===== src/pgn_record_json_escaper_core_macros.svh =====
// Assertion macros used by the record escaper top level.
`ifndef PGN_RECORD_JSON_ESCAPER_CORE_MACROS_SVH
`define PGN_RECORD_JSON_ESCAPER_CORE_MACROS_SVH

// Same-cycle implication, disabled during reset.
`define PJE_ASSERT_NOW(label, clk, rstn, ante, cons, msg) \
    label: assert property (@(posedge clk) disable iff (!(rstn)) (ante) |-> (cons)) \
        else $error(msg);

// Next-cycle implication, disabled during reset.
`define PJE_ASSERT_NEXT(label, clk, rstn, ante, cons, msg) \
    label: assert property (@(posedge clk) disable iff (!(rstn)) (ante) |=> (cons)) \
        else $error(msg);

`endif


===== src/pje_pkg.sv =====
// Types and constants for the record escaper.
`timescale 1ns / 1ps

package pje_pkg;

    localparam int unsigned MAX_OUT = 6;
    localparam int unsigned CNT_W   = 3;

    localparam logic OP_DATA = 1'b0;
    localparam logic OP_EOS  = 1'b1;

    localparam logic [7:0] CH_LBRACKET  = 8'h5B;
    localparam logic [7:0] CH_QUOTE     = 8'h22;
    localparam logic [7:0] CH_BACKSLASH = 8'h5C;
    localparam logic [7:0] CH_BS        = 8'h08;
    localparam logic [7:0] CH_FF        = 8'h0C;
    localparam logic [7:0] CH_LF        = 8'h0A;
    localparam logic [7:0] CH_CR        = 8'h0D;
    localparam logic [7:0] CH_TAB       = 8'h09;
    localparam logic [7:0] CH_B         = 8'h62;
    localparam logic [7:0] CH_F         = 8'h66;
    localparam logic [7:0] CH_N         = 8'h6E;
    localparam logic [7:0] CH_R         = 8'h72;
    localparam logic [7:0] CH_T         = 8'h74;

    localparam logic [1:0] SPLIT_RUN = 2'd2;
    localparam logic [1:0] RUN_MAX   = 2'd3;

    typedef logic [MAX_OUT-1:0][7:0] byte_seq_t;

    typedef struct packed {
        byte_seq_t        seq;
        logic [CNT_W-1:0] cnt;
        logic [1:0]       newline_run;
        logic             string_open;
    } dec_out_t;

endpackage


===== src/pje_decode.sv =====
// Expands one input item into its output byte sequence and next state.
`timescale 1ns / 1ps

module pje_decode
    import pje_pkg::*;
(
    input  logic       operation,
    input  logic [7:0] in_byte,
    input  logic [1:0] newline_run,
    input  logic       string_open,
    output dec_out_t   dec
);

    logic [7:0]       esc;
    logic [CNT_W-1:0] n;

    always_comb begin
        case (in_byte)
            CH_BACKSLASH: esc = CH_BACKSLASH;
            CH_QUOTE:     esc = CH_QUOTE;
            CH_BS:        esc = CH_B;
            CH_FF:        esc = CH_F;
            CH_LF:        esc = CH_N;
            CH_CR:        esc = CH_R;
            CH_TAB:       esc = CH_T;
            default:      esc = 8'h00;
        endcase
    end

    always_comb begin
        dec = '0;
        n   = '0;
        if (operation == OP_EOS) begin
            if (string_open) begin
                dec.seq[0] = CH_QUOTE;
                dec.seq[1] = CH_LF;
                n = CNT_W'(2);
            end
            dec.string_open = 1'b0;
            dec.newline_run = 2'd0;
        end else begin
            if (!string_open) begin
                dec.seq[n] = CH_QUOTE;
                n = n + 1'b1;
            end
            if (in_byte == CH_LBRACKET && newline_run == SPLIT_RUN) begin
                dec.seq[n] = CH_QUOTE;
                n = n + 1'b1;
                dec.seq[n] = CH_LF;
                n = n + 1'b1;
                dec.seq[n] = CH_QUOTE;
                n = n + 1'b1;
            end
            if (esc != 8'h00) begin
                dec.seq[n] = CH_BACKSLASH;
                n = n + 1'b1;
                dec.seq[n] = esc;
                n = n + 1'b1;
            end else begin
                dec.seq[n] = in_byte;
                n = n + 1'b1;
            end
            dec.string_open = 1'b1;
            if (in_byte == CH_LF) begin
                dec.newline_run = (newline_run == RUN_MAX) ? RUN_MAX
                                                           : newline_run + 2'd1;
            end else begin
                dec.newline_run = 2'd0;
            end
        end
        dec.cnt = n;
    end

endmodule


===== src/pgn_record_json_escaper_core.sv =====
// Top level of the chess record to JSON string escaper.
//
// Input channel s_: one item per handshake, s_operation selects a data
// byte (s_in_byte) or end of stream. Result channel m_: one output byte
// per handshake, m_last marks the final byte caused by an input item.
// Each item expands to 0..4 output bytes; they are held in a small
// sequence register and sent one per cycle, so the output side sets the
// rate. The first output byte is presented in the cycle after input
// acceptance. A plain byte inside an open string sustains one item per
// cycle while m_ready is high; the next item is accepted in the same
// cycle as the previous item's last byte leaves. An end of stream with
// no string open yields nothing and leaves s_ready high.
// When m_ready is low the held byte stays on the port and s_ready drops.
// Synchronous active-low reset clears the newline run and the string-open
// flag and drops any held sequence.
`timescale 1ns / 1ps

`include "pgn_record_json_escaper_core_macros.svh"

module pgn_record_json_escaper_core
    import pje_pkg::*;
(
    input  logic       aclk,
    input  logic       aresetn,
    input  logic       s_valid,
    output logic       s_ready,
    input  logic       s_operation,
    input  logic [7:0] s_in_byte,
    output logic       m_valid,
    input  logic       m_ready,
    output logic [7:0] m_out_byte,
    output logic       m_last
);

    dec_out_t         dec;
    byte_seq_t        seq_reg;
    logic [CNT_W-1:0] cnt_reg;
    logic [CNT_W-1:0] idx_reg;
    logic             valid_reg;
    logic [1:0]       newline_run_reg;
    logic             string_open_reg;
    logic             s_fire;
    logic             m_fire;

    pje_decode u_decode (
        .operation   (s_operation),
        .in_byte     (s_in_byte),
        .newline_run (newline_run_reg),
        .string_open (string_open_reg),
        .dec         (dec)
    );

    assign m_valid    = valid_reg;
    assign m_out_byte = seq_reg[idx_reg];
    assign m_last     = (idx_reg == cnt_reg - 1'b1);
    assign m_fire     = valid_reg && m_ready;
    assign s_ready    = !valid_reg || (m_ready && m_last);
    assign s_fire     = s_valid && s_ready;

    always_ff @(posedge aclk) begin
        if (!aresetn) begin
            valid_reg       <= 1'b0;
            idx_reg         <= '0;
            cnt_reg         <= '0;
            newline_run_reg <= 2'd0;
            string_open_reg <= 1'b0;
        end else begin
            if (s_fire) begin
                newline_run_reg <= dec.newline_run;
                string_open_reg <= dec.string_open;
                valid_reg       <= (dec.cnt != '0);
                cnt_reg         <= dec.cnt;
                idx_reg         <= '0;
            end else if (m_fire) begin
                if (m_last) begin
                    valid_reg <= 1'b0;
                end else begin
                    idx_reg <= idx_reg + 1'b1;
                end
            end
        end
    end

    always_ff @(posedge aclk) begin
        if (s_fire) begin
            seq_reg <= dec.seq;
        end
    end

    `PJE_ASSERT_NEXT(a_data_yields_output, aclk, aresetn,
        s_fire && s_operation == OP_DATA, m_valid && string_open_reg,
        "data item produced no output or left string closed")
    `PJE_ASSERT_NOW(a_idx_in_range, aclk, aresetn,
        valid_reg, idx_reg < cnt_reg && cnt_reg <= CNT_W'(MAX_OUT),
        "sequence index out of range")
    `PJE_ASSERT_NOW(a_accept_only_at_end, aclk, aresetn,
        s_ready && valid_reg, m_ready && m_last,
        "input accepted while output sequence unfinished")
    `PJE_ASSERT_NEXT(a_eos_clears_state, aclk, aresetn,
        s_fire && s_operation == OP_EOS, !string_open_reg && newline_run_reg == 2'd0,
        "end of stream did not clear state")

endmodule

===== config.mk =====
export PLATFORM = sky130hd
export DESIGN_NAME = pgn_record_json_escaper_core
export DESIGN_NICKNAME = d
export VERILOG_FILES = /design/src/pje_pkg.sv /design/src/pje_decode.sv /design/src/pgn_record_json_escaper_core.sv
export VERILOG_INCLUDE_DIRS = /design/src /design/src/src
export SDC_FILE = /design/constraint.sdc
export NUM_CORES = 1
export LEC_CHECK = 0
export BUFFER_PORTS_ARGS = -buffer_cell sky130_fd_sc_hd__buf_2
export CORE_MARGIN = 5
export CORE_UTILIZATION = 55
export CTS_CLUSTER_SIZE = 24
export DETAILED_ROUTE_END_ITERATION = 8
export GPL_TIMING_DRIVEN = 0
export PLACE_DENSITY = 0.73
export SLEW_MARGIN = 0
export SYNTH_ARGS = -nofsm -noshare
export SYNTH_HDL_FRONTEND = slang
export SYNTH_SLANG_ARGS = --single-unit

===== constraint.sdc =====
create_clock -name aclk -period 3.75 [get_ports aclk]
set_input_delay 0.375 -clock aclk [delete_from_list [all_inputs] [get_ports aclk]]
set_output_delay 0.375 -clock aclk [all_outputs]
set_load 0.005 [all_outputs]

==> results.cfg <==
[status]
outcome = finished, final reports clean

[timing]
setup_ws_ns = 0.669
hold_slack_ns = 0.296
hold_viol = 0
slew_violations = 0
min_period_ns = 3.08
fin_setup_tns_ns = 0
worst_pin_slew_ns = 1.22
fin_skew_ns = 0.00776
slew-limit-headroom_pct = 18.5
rsz0062_at_grt = no
max_freq_mhz = 325
fin_crit_sh_pct = 82.2
final-setup-viol-count = 0

[yosys]
synth_cell_types = 59
yosysWarnings = 0
synth-main-ff-cell = edfxtp_1
syn_inst = 349
netlist_area_mm2 = 0.00360
syn-num-nets = 372
ys_async_sr_fraction_pct = 0
yosysSeqAreaShare_pct = 45.6
ys_seq_elements = 58
avgSynthCellArea_um2 = 10.3
synth-edff-count = 48

[global_routing]
grt_overflow_total = 0
antenna_found_initial = 0
grt_max_degree = 58
first_global_vias = 2981
grt_first_pass_wirelength_um = 15900
grt_usage_pct = 24.5

[route]
num_vias = 3027
drtPass1Iterations = 5
drc = 0
drt-initial-drc-count = 294
final_antenna_net_count = 0
drt_wl_total_um = 9740
vias_per_cell = 6.51
detail_route.wl_per_cell_um = 21.0

[critical_path]
path_common_cell = buf_2
cp-start-kind = primary input
critPathMaxFanout = 10
cp.required_ns = 3.88
setup.worst_path.start = s_in_byte[5]
reg2reg_depth = 8
worstSetupEndpointType = register
cp_num_buf_inv = 3
cp.arrival_ns = 3.21
critical_path.max_stage_delay_ns = 0.54
cp_top_family = simple AND/OR/NAND/NOR gates
setup.worst_path.class = in2reg
cp_slowest_cell = or3b_2
r2r-start = cnt_reg[0]$_SDFFE_PN0P_
cp_num_cells = 10
path_cells = buf_2 -> buf_2 -> or3b_2 -> nor4_1 -> and2_1 -> ha_1 -> nand2b_1 -> clkbuf_1 -> a21o_1 -> a2111oi_2

[clock_tree]
cts_root_buf = clkbuf_8
path_clk_slew_ns = 0.07
cts.sinks = 58
cts_made_buffers = 9
postCtsSetupBuffers = 0
ctsResizeCount = 0
cts_tree = done
clockBufferDepth = 2
cts_max_level = 3
clk_latency_ns = 0.34
cts_hold_buf = 0

[floorplanning]
die_w_um = 90.9
start_util_pct = 56.7
num_io_pins = 24
die_h_um = 90.9
coreArea_mm2 = 0.00635
rows = 29
dieArea_mm2 = 0.00827

[finish]
drive_above_1_share_pct = 17.8
final_common_cell = edfxtp_1
diodes = 0
layout_common_cells = 48 x edfxtp_1, 34 x nor2_1, 31 x buf_2
syn2layout_area_growth_pct = 10.3
fin_nets = 406
largest_register_ffs = 48

[power]
p_leak_nw = 1.44
ir_worst_vdd_mv = 0.241
pwr_density_cell_mw_per_mm2 = 358

[hold_path]
min_path_type = in2reg
min_from = s_valid
hold_depth = 3

[placed_design]
portBuffers = 23
globalplace.congestion = 0.940
dp_slack_ns = 0.356
hpwlAfterDp_um = 7000

[run]
maxCapViolations = 0
## synthesized netlist by cell type (2+ instances only)
cell       instances  share of area, %
a31oi_1            6               1.0
nand2b_1           9               1.6
nor4b_1            2              0.49
xnor2_1            3              0.73
a21o_1             3              0.63
nor4_1             2              0.35
o21ai_0            7              0.97
nand4_1            2              0.35
o32ai_1            3              0.73
o22ai_1           16               2.8
and2_1             4              0.69
a2111oi_2          2              0.83
o31ai_1            3              0.63
mux2i_1           14               3.9
dfxtp_1           10               5.6
ha_1              10               3.5
a32oi_1            5               1.2
mux4_2             8               5.0
mux2_2             2              0.63
inv_1             22               2.3
nor2b_1            5              0.87
xor2_1             4              0.97
a221oi_1           2              0.49
nand4b_1           3              0.73
a21oi_1           28               3.9
buf_2              8               1.1
o22a_1             2              0.49
a211o_1            2              0.49
nor2_1            34               3.5
nand3_1           13               1.8
a21boi_0           2              0.42
nand2_1           17               1.8
edfxtp_1          48                40
and3_1             3              0.52
clkbuf_1          13               1.4
buf_4              2              0.42
nor3_1             5              0.69
a211oi_1           4              0.83
## per-layer routing
metal	global-route usage, %	part of all wire, %	wire, µm	up-vias
li1	-	-	-	1390
met4	10.5	3.4	336	0
met3	4.21	7.0	680	29
met2	37.9	47	4530	140
met1	34.1	43	4190	1468
met5	0	0	0	-
## per-stage QoR
stage | utilization, % | area, µm² | std cells | power [mW]
after floorplan | - | 3600 | 349 | 0.889
after global placement | 60.1 | 3810 | 449 | 0.949
after detailed placement | 60.1 | 3810 | 449 | 0.955
after CTS | 62.6 | 3970 | 465 | 1.42
after global routing | 62.6 | 3970 | 465 | 1.48
final | 62.6 | 3970 | 465 | 1.42
## layout make-up
type / count / area (µm²)
plain buffers: 24 / 115
flip-flops and latches: 58 / 1640
clock buffers: 9 / 124
repair buffers: 23 / 115
inverters: 23 / 86.3
well taps: 77 / 96.3
fillers: 537 / 2380
multi-input cells: 244 / 1760
clock inverters: 7 / 36.3
## report_power, final
part / switching, mW / leakage, nW / internal [mW]
Clock: 0.247 / 0.0775 / 0.229
Sequential: 0.0124 / 0.560 / 0.736
Combinational: 0.121 / 0.806 / 0.0742
Total: 0.381 / 1.44 / 1.04
## worst paths after layout
check                                   end  slack (ns)
hold reg to reg     cnt_reg[2]$_SDFFE_PN0P_        0.50
hold / removal         m_valid$_SDFFE_PN0P_        0.30
setup / recovery  seq_reg[19]$_SDFFCE_PP0P_        0.67
setup reg to reg    cnt_reg[2]$_SDFFE_PN0P_        1.00
## kinds of logic (layout without fill, tap and decap cells)
family / Yosys count / in the layout / synth area share, %
buf+inv: 47 / 86 / 5.59
mux: 24 / 24 / 9.52
flops: 58 / 58 / 45.6
fa+ha+maj: 10 / 10 / 3.47
simple gates: 109 / 109 / 16.1
xor+xnor: 8 / 8 / 2.33
compound gates: 93 / 93 / 17.4
## worst min-delay path: cells and delay by family
| family | cells | cell delay [ns] |
|---|---|---|
| buffers and inverters | 1 | 0.10 |
| and+or+nand+nor | 1 | 0.06 |
| AOI/OAI and AO/OA | 1 | 0.06 |
(Power assumes the default switching activity.)
